===== config.mk =====
export PLATFORM = sky130hd
export DESIGN_NAME = greedy_pattern_replace_stream
export DESIGN_NICKNAME = d
export VERILOG_FILES = /design/src/rtl/gprs_pkg.sv /design/src/rtl/gprs_front.sv /design/src/rtl/gprs_queue.sv /design/src/rtl/gprs_back.sv /design/src/rtl/greedy_pattern_replace_stream.sv
export SDC_FILE = /design/constraint.sdc
export NUM_CORES = 1
export LEC_CHECK = 0
export ABC_AREA = 1
export BUFFER_PORTS_ARGS = -buffer_cell sky130_fd_sc_hd__buf_2
export CAP_MARGIN = 20
export CORE_MARGIN = 2
export CORE_UTILIZATION = 40
export CTS_CLUSTER_SIZE = 20
export DETAILED_ROUTE_END_ITERATION = 6
export PLACE_DENSITY = 0.61
export SKIP_LAST_GASP = 1
export SLEW_MARGIN = 20
export SYNTH_ARGS = -nofsm -noshare
export SYNTH_HDL_FRONTEND = slang
export SYNTH_SLANG_ARGS = --single-unit

===== constraint.sdc =====
create_clock -name aclk -period 8.4 [get_ports aclk]
set_input_delay 0.84 -clock aclk [delete_from_list [all_inputs] [get_ports aclk]]
set_output_delay 0.84 -clock aclk [all_outputs]
set_load 0.02 [all_outputs]

===== src/rtl/gprs_pkg.sv =====
// ----------------------------------------------------------------------------
// gprs_pkg
// Shared types and constants of the greedy pattern replace stream.
// ----------------------------------------------------------------------------
package gprs_pkg;

    // The pattern and replacement registers hold at most eight bytes.
    localparam int BYTES_MAX       = 8;
    localparam int MAX_PATTERN_DEF = 8;
    localparam int MAX_REPL_DEF    = 8;
    localparam int QUEUE_DEPTH     = 2;

    localparam int CFG_ADDR_W = 3;

    localparam logic [CFG_ADDR_W-1:0] REG_PATTERN_LEN   = 3'd0;
    localparam logic [CFG_ADDR_W-1:0] REG_PATTERN_BYTES = 3'd1;
    localparam logic [CFG_ADDR_W-1:0] REG_REPL_LEN      = 3'd2;
    localparam logic [CFG_ADDR_W-1:0] REG_REPL_BYTES    = 3'd3;
    localparam logic [CFG_ADDR_W-1:0] REG_REPL_LABELS   = 3'd4;

    typedef struct packed {
        logic [7:0] lab;
        logic [7:0] ch;
    } atom_t;

    typedef struct packed {
        logic [3:0]  pattern_len;
        logic [63:0] pattern_bytes;
        logic [3:0]  repl_len;
        logic [63:0] repl_bytes;
        logic [63:0] repl_labels;
    } cfg_t;

    // One command for the back end: either the first count replacement atoms
    // or the first count atoms of a window snapshot.
    typedef struct packed {
        logic                  is_repl;
        logic                  last;
        logic [3:0]            count;
        atom_t [BYTES_MAX-1:0] atoms;
    } cmd_t;

endpackage


===== src/rtl/gprs_front.sv =====
// ----------------------------------------------------------------------------
// gprs_front
// Accepts atoms, keeps the match window and pushes commands for atoms that yield words.
// ----------------------------------------------------------------------------
module gprs_front #(
    parameter int MAX_PATTERN = gprs_pkg::MAX_PATTERN_DEF,
    parameter int MAX_REPL    = gprs_pkg::MAX_REPL_DEF
) (
    input  logic            aclk,
    input  logic            aresetn,
    input  gprs_pkg::cfg_t  cfg,
    input  logic            clear_fill,
    input  logic            s_valid,
    output logic            s_ready,
    input  logic [7:0]      s_char,
    input  logic [7:0]      s_label,
    input  logic            s_last,
    input  logic            q_full,
    output logic            push_valid,
    output gprs_pkg::cmd_t  push_cmd
);

    localparam int WIN    = (MAX_PATTERN < gprs_pkg::BYTES_MAX) ? MAX_PATTERN
                                                                : gprs_pkg::BYTES_MAX;
    localparam int RLIM   = (MAX_REPL < gprs_pkg::BYTES_MAX) ? MAX_REPL
                                                             : gprs_pkg::BYTES_MAX;
    localparam int FILL_W = $clog2(WIN + 1);

    gprs_pkg::atom_t win_reg [WIN];
    gprs_pkg::atom_t ins     [WIN];
    gprs_pkg::atom_t shifted [WIN];
    gprs_pkg::atom_t new_atom;

    logic [FILL_W-1:0] fill_reg, fill_next;
    logic [3:0]        p_len, r_len, fill_ext;
    logic              accept, full, match;

    assign s_ready  = !q_full;
    assign accept   = s_valid && s_ready;
    assign new_atom = '{lab: s_label, ch: s_char};
    assign fill_ext = 4'(fill_reg);

    always_comb begin
        if (cfg.pattern_len == 4'd0) begin
            p_len = 4'd1;
        end else if (cfg.pattern_len > 4'(WIN)) begin
            p_len = 4'(WIN);
        end else begin
            p_len = cfg.pattern_len;
        end
        r_len = (cfg.repl_len > 4'(RLIM)) ? 4'(RLIM) : cfg.repl_len;
    end

    // Window with the new atom placed behind the atoms already held.
    always_comb begin
        for (int i = 0; i < WIN; i++) begin
            ins[i] = (fill_reg == FILL_W'(i)) ? new_atom : win_reg[i];
        end
        for (int i = 0; i < WIN - 1; i++) begin
            shifted[i] = ins[i + 1];
        end
        shifted[WIN-1] = ins[WIN-1];
    end

    always_comb begin
        full  = (fill_ext + 4'd1) >= p_len;
        match = 1'b1;
        for (int i = 0; i < WIN; i++) begin
            if (4'(i) < p_len && ins[i].ch != cfg.pattern_bytes[8*i +: 8]) begin
                match = 1'b0;
            end
        end
    end

    always_comb begin
        push_cmd         = '0;
        push_cmd.last    = s_last;
        for (int i = 0; i < WIN; i++) begin
            push_cmd.atoms[i] = ins[i];
        end
        push_valid = 1'b0;
        fill_next  = fill_reg;
        if (full && match) begin
            push_cmd.is_repl = 1'b1;
            push_cmd.count   = r_len;
            push_valid       = accept && (r_len != 4'd0);
            fill_next        = '0;
        end else if (full) begin
            // Mismatch: the oldest atom leaves, and on the last atom the rest follows.
            push_cmd.count = s_last ? p_len : 4'd1;
            push_valid     = accept;
            fill_next      = fill_reg;
        end else begin
            push_cmd.count = fill_ext + 4'd1;
            push_valid     = accept && s_last;
            fill_next      = fill_reg + FILL_W'(1);
        end
        if (s_last) begin
            fill_next = '0;
        end
    end

    always_ff @(posedge aclk) begin
        if (!aresetn) begin
            fill_reg <= '0;
        end else if (clear_fill) begin
            fill_reg <= '0;
        end else if (accept) begin
            fill_reg <= fill_next;
        end
    end

    always_ff @(posedge aclk) begin
        if (accept) begin
            for (int i = 0; i < WIN; i++) begin
                win_reg[i] <= (full && !match) ? shifted[i] : ins[i];
            end
        end
    end

endmodule


===== src/rtl/gprs_queue.sv =====
// ----------------------------------------------------------------------------
// gprs_queue
// Small command queue between the front and back ends.
// ----------------------------------------------------------------------------
module gprs_queue (
    input  logic            aclk,
    input  logic            aresetn,
    input  logic            push,
    input  gprs_pkg::cmd_t  push_cmd,
    input  logic            pop,
    output gprs_pkg::cmd_t  head_cmd,
    output logic            full,
    output logic            empty
);

    localparam int PTR_W = $clog2(gprs_pkg::QUEUE_DEPTH);
    localparam int CNT_W = $clog2(gprs_pkg::QUEUE_DEPTH + 1);

    gprs_pkg::cmd_t    mem [gprs_pkg::QUEUE_DEPTH];
    logic [PTR_W-1:0]  wptr_reg, rptr_reg;
    logic [CNT_W-1:0]  cnt_reg, cnt_next;

    assign full     = (cnt_reg == CNT_W'(gprs_pkg::QUEUE_DEPTH));
    assign empty    = (cnt_reg == '0);
    assign head_cmd = mem[rptr_reg];

    always_comb begin
        cnt_next = cnt_reg;
        if (push && !pop) begin
            cnt_next = cnt_reg + CNT_W'(1);
        end else if (pop && !push) begin
            cnt_next = cnt_reg - CNT_W'(1);
        end
    end

    always_ff @(posedge aclk) begin
        if (!aresetn) begin
            wptr_reg <= '0;
            rptr_reg <= '0;
            cnt_reg  <= '0;
        end else begin
            cnt_reg <= cnt_next;
            if (push) begin
                wptr_reg <= (wptr_reg == PTR_W'(gprs_pkg::QUEUE_DEPTH - 1)) ? '0
                                                                            : wptr_reg + PTR_W'(1);
            end
            if (pop) begin
                rptr_reg <= (rptr_reg == PTR_W'(gprs_pkg::QUEUE_DEPTH - 1)) ? '0
                                                                            : rptr_reg + PTR_W'(1);
            end
        end
    end

    always_ff @(posedge aclk) begin
        if (push) begin
            mem[wptr_reg] <= push_cmd;
        end
    end

endmodule


===== src/rtl/gprs_back.sv =====
// ----------------------------------------------------------------------------
// gprs_back
// Expands queued commands into result words, one per cycle while m_ready is high.
// ----------------------------------------------------------------------------
module gprs_back (
    input  logic            aclk,
    input  logic            aresetn,
    input  gprs_pkg::cfg_t  cfg,
    input  logic            q_empty,
    input  gprs_pkg::cmd_t  head_cmd,
    output logic            pop,
    output logic            m_valid,
    input  logic            m_ready,
    output logic [7:0]      m_char,
    output logic [7:0]      m_label,
    output logic            m_run_last,
    output logic            m_stream_end
);

    localparam int IDX_W = $clog2(gprs_pkg::BYTES_MAX);

    logic [IDX_W-1:0] idx_reg;
    logic             m_valid_reg;
    logic [7:0]       m_char_reg, m_label_reg;
    logic             m_run_last_reg, m_stream_end_reg;
    logic             load, run_last;
    gprs_pkg::atom_t  word;

    assign load     = !q_empty && (!m_valid_reg || m_ready);
    assign run_last = (4'(idx_reg) + 4'd1) == head_cmd.count;
    assign pop      = load && run_last;

    always_comb begin
        if (head_cmd.is_repl) begin
            word.ch  = cfg.repl_bytes[8*idx_reg +: 8];
            word.lab = cfg.repl_labels[8*idx_reg +: 8];
        end else begin
            word = head_cmd.atoms[idx_reg];
        end
    end

    always_ff @(posedge aclk) begin
        if (!aresetn) begin
            m_valid_reg <= 1'b0;
            idx_reg     <= '0;
        end else begin
            if (load) begin
                m_valid_reg <= 1'b1;
                idx_reg     <= run_last ? '0 : idx_reg + IDX_W'(1);
            end else if (m_ready) begin
                m_valid_reg <= 1'b0;
            end
        end
    end

    always_ff @(posedge aclk) begin
        if (load) begin
            m_char_reg       <= word.ch;
            m_label_reg      <= word.lab;
            m_run_last_reg   <= run_last;
            m_stream_end_reg <= run_last && head_cmd.last;
        end
    end

    assign m_valid      = m_valid_reg;
    assign m_char       = m_char_reg;
    assign m_label      = m_label_reg;
    assign m_run_last   = m_run_last_reg;
    assign m_stream_end = m_stream_end_reg;

endmodule


===== src/rtl/greedy_pattern_replace_stream.sv =====
// ----------------------------------------------------------------------------
// greedy_pattern_replace_stream
// Leftmost-first, non-overlapping find and replace over labelled characters.
//
//   Channel  Direction  Handshake                Payload
//   s_       in         s_valid / s_ready        s_char, s_label, s_last
//   m_       out        m_valid / m_ready        m_char, m_label, m_run_last,
//                                                m_stream_end
//   cfg_     in         cfg_valid / cfg_ready    cfg_addr, cfg_data
//
// An atom is accepted every cycle while the two-entry command queue has room;
// its words leave the output register one per cycle while m_ready is high,
// all of them before the words of the next command. The first word passes
// through the command queue and the output register. Reset is synchronous
// and clears the window, the queue and the output register; no clearing
// pass is needed. A stall on m_ready fills the queue and then drops s_ready.
// ----------------------------------------------------------------------------
module greedy_pattern_replace_stream #(
    parameter int MAX_PATTERN = gprs_pkg::MAX_PATTERN_DEF,
    parameter int MAX_REPL    = gprs_pkg::MAX_REPL_DEF
) (
    input  logic                            aclk,
    input  logic                            aresetn,
    input  logic                            s_valid,
    output logic                            s_ready,
    input  logic [7:0]                      s_char,
    input  logic signed [7:0]               s_label,
    input  logic                            s_last,
    output logic                            m_valid,
    input  logic                            m_ready,
    output logic [7:0]                      m_char,
    output logic signed [7:0]               m_label,
    output logic                            m_run_last,
    output logic                            m_stream_end,
    input  logic                            cfg_valid,
    output logic                            cfg_ready,
    input  logic [gprs_pkg::CFG_ADDR_W-1:0] cfg_addr,
    input  logic [63:0]                     cfg_data
);

    gprs_pkg::cfg_t cfg_reg;
    gprs_pkg::cmd_t push_cmd, head_cmd;
    logic           cfg_write, clear_fill;
    logic           push_valid, q_full, q_empty, pop;
    logic [7:0]     m_label_raw;

    assign cfg_ready  = 1'b1;
    assign cfg_write  = cfg_valid && cfg_ready;
    assign clear_fill = cfg_write && (cfg_addr == gprs_pkg::REG_PATTERN_LEN);

    always_ff @(posedge aclk) begin
        if (!aresetn) begin
            cfg_reg.pattern_len   <= 4'd1;
            cfg_reg.pattern_bytes <= '0;
            cfg_reg.repl_len      <= '0;
            cfg_reg.repl_bytes    <= '0;
            cfg_reg.repl_labels   <= '1;
        end else if (cfg_write) begin
            case (cfg_addr)
                gprs_pkg::REG_PATTERN_LEN:   cfg_reg.pattern_len   <= cfg_data[3:0];
                gprs_pkg::REG_PATTERN_BYTES: cfg_reg.pattern_bytes <= cfg_data;
                gprs_pkg::REG_REPL_LEN:      cfg_reg.repl_len      <= cfg_data[3:0];
                gprs_pkg::REG_REPL_BYTES:    cfg_reg.repl_bytes    <= cfg_data;
                gprs_pkg::REG_REPL_LABELS:   cfg_reg.repl_labels   <= cfg_data;
                default: ;
            endcase
        end
    end

    gprs_front #(
        .MAX_PATTERN (MAX_PATTERN),
        .MAX_REPL    (MAX_REPL)
    ) u_front (
        .aclk       (aclk),
        .aresetn    (aresetn),
        .cfg        (cfg_reg),
        .clear_fill (clear_fill),
        .s_valid    (s_valid),
        .s_ready    (s_ready),
        .s_char     (s_char),
        .s_label    (s_label),
        .s_last     (s_last),
        .q_full     (q_full),
        .push_valid (push_valid),
        .push_cmd   (push_cmd)
    );

    gprs_queue u_queue (
        .aclk     (aclk),
        .aresetn  (aresetn),
        .push     (push_valid),
        .push_cmd (push_cmd),
        .pop      (pop),
        .head_cmd (head_cmd),
        .full     (q_full),
        .empty    (q_empty)
    );

    gprs_back u_back (
        .aclk         (aclk),
        .aresetn      (aresetn),
        .cfg          (cfg_reg),
        .q_empty      (q_empty),
        .head_cmd     (head_cmd),
        .pop          (pop),
        .m_valid      (m_valid),
        .m_ready      (m_ready),
        .m_char       (m_char),
        .m_label      (m_label_raw),
        .m_run_last   (m_run_last),
        .m_stream_end (m_stream_end)
    );

    assign m_label = m_label_raw;

    // The front end never writes a command into a full queue.
    a_no_overflow: assert property (@(posedge aclk) disable iff (!aresetn)
        push_valid |-> !q_full)
        else $error("command pushed into a full queue");

    // The back end only retires a command that is present.
    a_no_underflow: assert property (@(posedge aclk) disable iff (!aresetn)
        pop |-> !q_empty)
        else $error("command popped from an empty queue");

    // The end of a stream always closes the run of words of its atom.
    a_end_closes_run: assert property (@(posedge aclk) disable iff (!aresetn)
        (m_valid && m_stream_end) |-> m_run_last)
        else $error("stream end on a word that does not close its run");

    // Reset empties the output register.
    a_reset_idle: assert property (@(posedge aclk)
        !aresetn |=> !m_valid)
        else $error("result word valid right after reset");

endmodule


* Word-level counts from Yosys, hierarchy flattened
Memories as Yosys holds them, arrays and structs flattened. A register that Yosys moved wholly into a read port is not among the register bits.
Index checks and enable logic that the tools add are counted.
** Word-level totals
- Register bits :: 230
- Latch bits :: 0
- Input bits :: 89
- Output and inout bits :: 21
- Bits in read-only memories :: 0
- Memories :: 2
- Word-level logic and storage cells :: 152
- RAM bits :: 396
** Memories
- u_queue.mem :: words 2, bits a word 134, read ports 1, clocked after Yosys merged registers in 1, write ports 1, line gprs_queue.sv:19 : gprs_pkg::cmd_t mem [gprs_pkg::QUEUE_DEPTH];
- u_front.win_reg :: words 8, bits a word 16, read ports 8, clocked after Yosys merged registers in 0, write ports 8, line gprs_front.sv:29 : gprs_pkg::atom_t win_reg [WIN];
** Cells by class
- Add/sub/neg operators :: 7
- Muxes and demuxes :: 51
- Reduce and logical (&&, ||, !) cells :: 40
- Divide/modulo/power cells :: 0
- Bitwise logic cells :: 1
- Eq/ne operators :: 22
- Magnitude comparators :: 12
- Shift-type cells :: 2
- Multiply operators :: 0
** Operators with widths (count)
- $mux 16 :: 17
- $shiftx 64x7->8 :: 2
- $ne 8x8->1 :: 8
- $bmux 16 s3 :: 1
- $mux 4 :: 9
- $mux 1 :: 21
- $logic_and 1x1->1 :: 19
- $eq 4x3->1 const B :: 4
- $lt 3x4->1 const A :: 4
- $reduce_and 2->1 :: 6
- $eq 4x2->1 const B :: 2
- $gt 4x4->1 const B :: 2
- $logic_not 4->1 :: 2
- $lt 1x4->1 const A :: 2
- $lt 2x4->1 const A :: 2
- $eq 3x2->1 const B :: 2
- $logic_not 1->1 :: 6
- $add 3x1->4 const B :: 1
- $add 4x1->4 const B :: 1
- $eq 4x1->1 const B :: 1
- $eq 4x4->1 :: 1
- $ge 4x4->1 :: 1
- $lt 3x4->1 const B :: 1
- $mux 2 :: 2
- 16 further kinds :: 18

* Longest topological paths before layout
- Word-level depth :: 19
- Gate-level depth with buffers :: 24
- Depth with buffers taken out :: 23

* By module
From an unflattened synthesis, not the netlist that was laid out.
** Unflattened totals
- Cell total of the unflattened synthesis :: 3354
- Area total of the unflattened synthesis :: 29899.9 um^2
** By module, submodules not included
- gprs_queue :: area an instance 10134.7 um^2, cells an instance 452, seq. area each 8147.8 um^2, instances 1
- gprs_front :: area an instance 8804.7 um^2, cells an instance 1213, seq. area each 3923.8 um^2, instances 1
- greedy_pattern_replace_stream :: area an instance 7796.2 um^2, cells an instance 1095, seq. area each 4003.8 um^2, instances 1
- gprs_back :: area an instance 3164.3 um^2, cells an instance 594, seq. area each 620.6 um^2, instances 1

* Worst setup path after synthesis
Ideal clock, no wire load.
- Kind :: input -> register
- Start :: in s_char[0]
- End :: mem u_queue.mem[0][0] (netlist bit) (enable)
- Arrival :: 8.096 ns
- Data required time :: 7.767 ns
- Path buffers :: 1
- Library setup time :: 0.633 ns
- Stages on the path :: 17
- Slack :: -0.329 ns
- Cells stage by stage :: clkbuf_1 > nand3_1 > nand2_1 > nand2_1 > nand2_1 > nand2_1 > inv_1 > nand2_1 > nor2_1 > nand2_1 > o21bai_1 > nand3_1 > nor2_1 > nand2_1 > nand2_1 > inv_1 > nor2_1
** RTL lines
- start: declaration :: line greedy_pattern_replace_stream.sv:26 : input logic [7:0] s_char,
- end: declaration :: line gprs_queue.sv:19

==> impl_metrics.env <==
export IMPL_synth_area_per_cell_um2=9.04
export IMPL_synthDistinctLibCells=37
export IMPL_synth_area_mm2=0.0280
export IMPL_critical_path_max_fanout=96
export IMPL_synth_area_leaders="edfxtp_1 44%, dfxtp_1 15%, nand2_1 9.3%"
export IMPL_maxSlewViolCount=0
export IMPL_groute_usage_overall_pct=23.2
export IMPL_cp_slowest_cell="buf_4"
export IMPL_synth_most_common_cell="nand2_1"
export IMPL_cts_resized=0
export IMPL_cts_setup_buffers=0
export IMPL_syn_inst=3098
export IMPL_start_util_pct=40.2
export IMPL_peakVddDrop_mv=0.163
export IMPL_root_buffer="clkbuf_16"
export IMPL_drive_gt1_share_pct=8.31
export IMPL_first_global_vias=20200
export IMPL_ant_nets=0
export IMPL_synth_fa_ha_area_share_pct=0.447
export IMPL_relSlewSlack_pct=27.5
export IMPL_dp_hpwl_um=54000
export IMPL_post_synth_xor_area_fraction_pct=0.313
export IMPL_max_stage_delay_ns=0.81
export IMPL_cts_max_level=3
export IMPL_yosys_top_cells_count="691 x nand2_1, 424 x o21ai_0, 414 x edfxtp_1, 309 x nor2_1, 223 x inv_1"
export IMPL_drt_initial_drc_count=2311
export IMPL_finalSetupTns_ns=0
export IMPL_pin_count=110
export IMPL_synth_compound_area_share_pct=15.4
export IMPL_multi_input_area_mm2=0.00968
export IMPL_maxCapViolations=0
export IMPL_crit_family="simple AND/OR/NAND/NOR gates"
export IMPL_largest_reg_flops=268
export IMPL_cp_end_kind="flop"
export IMPL_criticalPathCategory="flop to flop"
export IMPL_synth_simple_area_share_pct=18.2
export IMPL_grt_start_max_net_pins=205
export IMPL_core_area_mm2=0.0697
export IMPL_worst_path_buf_inv=1
export IMPL_ys_warn_count=0
export IMPL_leakage_uw=0.0121
export IMPL_synthMuxAreaShare_pct=0
export IMPL_cts_buffer_depth=3
export IMPL_crit_chain="nor2_4, nand2_2, nand2_1, nand2_1, nand2_1, nand2_1, nor2_1, nand2_1, nor2_1, nand2_1, o21bai_1, nand3_1, nand2_4, buf_4, o21ai_0"
export IMPL_area_growth_pct=12.0
export IMPL_min_period_ns=5.33
export IMPL_synth_top_family_by_area="simple AND/OR/NAND/NOR gates"
export IMPL_dieArea_mm2=0.0721
export IMPL_regArea_mm2=0.0167
export IMPL_tightest_slew_ns=1.09
export IMPL_gp_congestion=0.895
export IMPL_synth_fp_nets=3197
export IMPL_fin_nets=3199
export IMPL_cp_common_cell="nand2_1"
export IMPL_rows=97
export IMPL_port_buffers=108
export IMPL_synth_top_area_share_pct=44.4
export IMPL_max_freq_mhz=188
export IMPL_rsz0062_at_grt="false"
export IMPL_die_width_um=269
export IMPL_avgRoutedWirePerCell_um=20.8
export IMPL_fillers=6793
export IMPL_yosys_register_bits=627
export IMPL_cts_tree="done"
export IMPL_cts_sinks=627
export IMPL_async_reset_ff_share_pct=0
export IMPL_antenna_found_initial=3
export IMPL_power_total_uw=11100
export IMPL_hold_violations=0
export IMPL_powerDensity_mw_per_mm2=355
export IMPL_required_ns=8.70
export IMPL_yosys_area_top_type="edfxtp_1"
export IMPL_grt_pass1_wl_um=126000
export IMPL_outcome="complete, no violations"
export IMPL_cp_start_kind="flop"
export IMPL_arrival_ns=5.63
export IMPL_ys_flop_type="edfxtp_1"
export IMPL_drt_wl_total_um=85300
export IMPL_viasPerCell=5.46
export IMPL_hp_class="flop to flop"
export IMPL_cts_buffers=67
export IMPL_die_y_um=269
export IMPL_vias=22400
export IMPL_synth_edf_count=414
export IMPL_drc_errors=0
export IMPL_cts_clk_slew_worst_paths_ns=0.06
export IMPL_clock_latency_ns=0.61
export IMPL_fin_skew_ns=0.0316
export IMPL_period_share_pct=63.4
export IMPL_ys_seq_area_share_pct=59.6
export IMPL_overflow=0
export IMPL_drt_pre_antenna_iters=6
export IMPL_setup_viol=0
export IMPL_cts_hold_buf=0
## kinds of logic (layout without fill, tap and decap cells)
| kind of cell | after synthesis | in the layout |
|---|---|---|
| simple gates | 1244 | 1244 |
| buf+inv | 431 | 485 |
| other cells | 1 | 3 |
| compound gates | 775 | 775 |
| flops | 627 | 627 |
| fa+ha+maj | 10 | 10 |
| xor+xnor | 10 | 10 |
## stage by stage
step	setup slack, ns	cell area, µm²	cells	util, %	hold WS, ns
after detailed placement	3.15	29200	3971	41.9	0.433
after CTS	3.15	31400	4092	45.0	0.442
after global placement	3.25	29200	3971	41.9	0.429
after global routing	2.60	31400	4092	45.0	0.456
after floorplan	2.01	28000	3098	-	0.420
final	3.07	31400	4094	45.0	0.440
## final timing paths
path	depth (start not counted)	slack [ns]	end	start
min	2	0.44	cfg_reg[70]	cfg_reg[70]
max	15	3.07	u_front.win_reg[1][28]	u_front.fill_ext[2]
max reg2reg	15	3.07	u_front.win_reg[1][28]	u_front.fill_ext[2]
min reg2reg	2	0.44	cfg_reg[70]	cfg_reg[70]
## worst min-delay path: stages, from the launching register on
cell and delay, ns:
dfxtp_1 0.30, inv_1 0.04, a21oi_1 0.05
## placed cells by master (no fill, tap or decap), types with 5 or more instances in the layout
| cell | instances |
|---|---|
| nor2_1 | 308 |
| o211ai_1 | 20 |
| dfxtp_1 | 209 |
| buf_2 | 107 |
| ha_1 | 10 |
| a31oi_1 | 33 |
| buf_4 | 25 |
| o22ai_1 | 22 |
| inv_2 | 6 |
| nand2_1 | 691 |
| a21oi_1 | 137 |
| xor2_1 | 6 |
| clkbuf_16 | 71 |
| bufinv_16 | 5 |
| clkinv_1 | 16 |
| o21a_1 | 24 |
| nand3b_1 | 28 |
| o21ai_1 | 42 |
| nand3_1 | 184 |
| inv_1 | 219 |
| clkbuf_1 | 11 |
| edfxtp_1 | 414 |
| a32oi_1 | 5 |
| o21ai_0 | 424 |
| nand4_1 | 13 |
| clkinv_2 | 14 |
| o221ai_1 | 62 |
## metal layers
layer	wire length, µm	GRT usage (%)
met1	37900	33.2
met2	38400	36.3
met3	6760	3.70
met4	2220	7.22
met5	13	0
## power by group
part | internal [µW] | switching (µW)
sequential | 4510 | 297
combinational | 909 | 2480
clock | 1720 | 1230
## cell type report
| cell class | instances | area share (%) |
|---|---|---|
| multi-input combinational | 2040 | 30.9 |
| sequential | 627 | 53.3 |
| inverter | 230 | 2.80 |
| clock inverter | 36 | 0.934 |
| timing repair buffer | 134 | 2.43 |
| tap | 940 | 3.75 |
| clock buffer | 85 | 5.93 |
| antenna | 2 | 0.0160 |
Note: power is estimated with default switching activity, not from simulation.
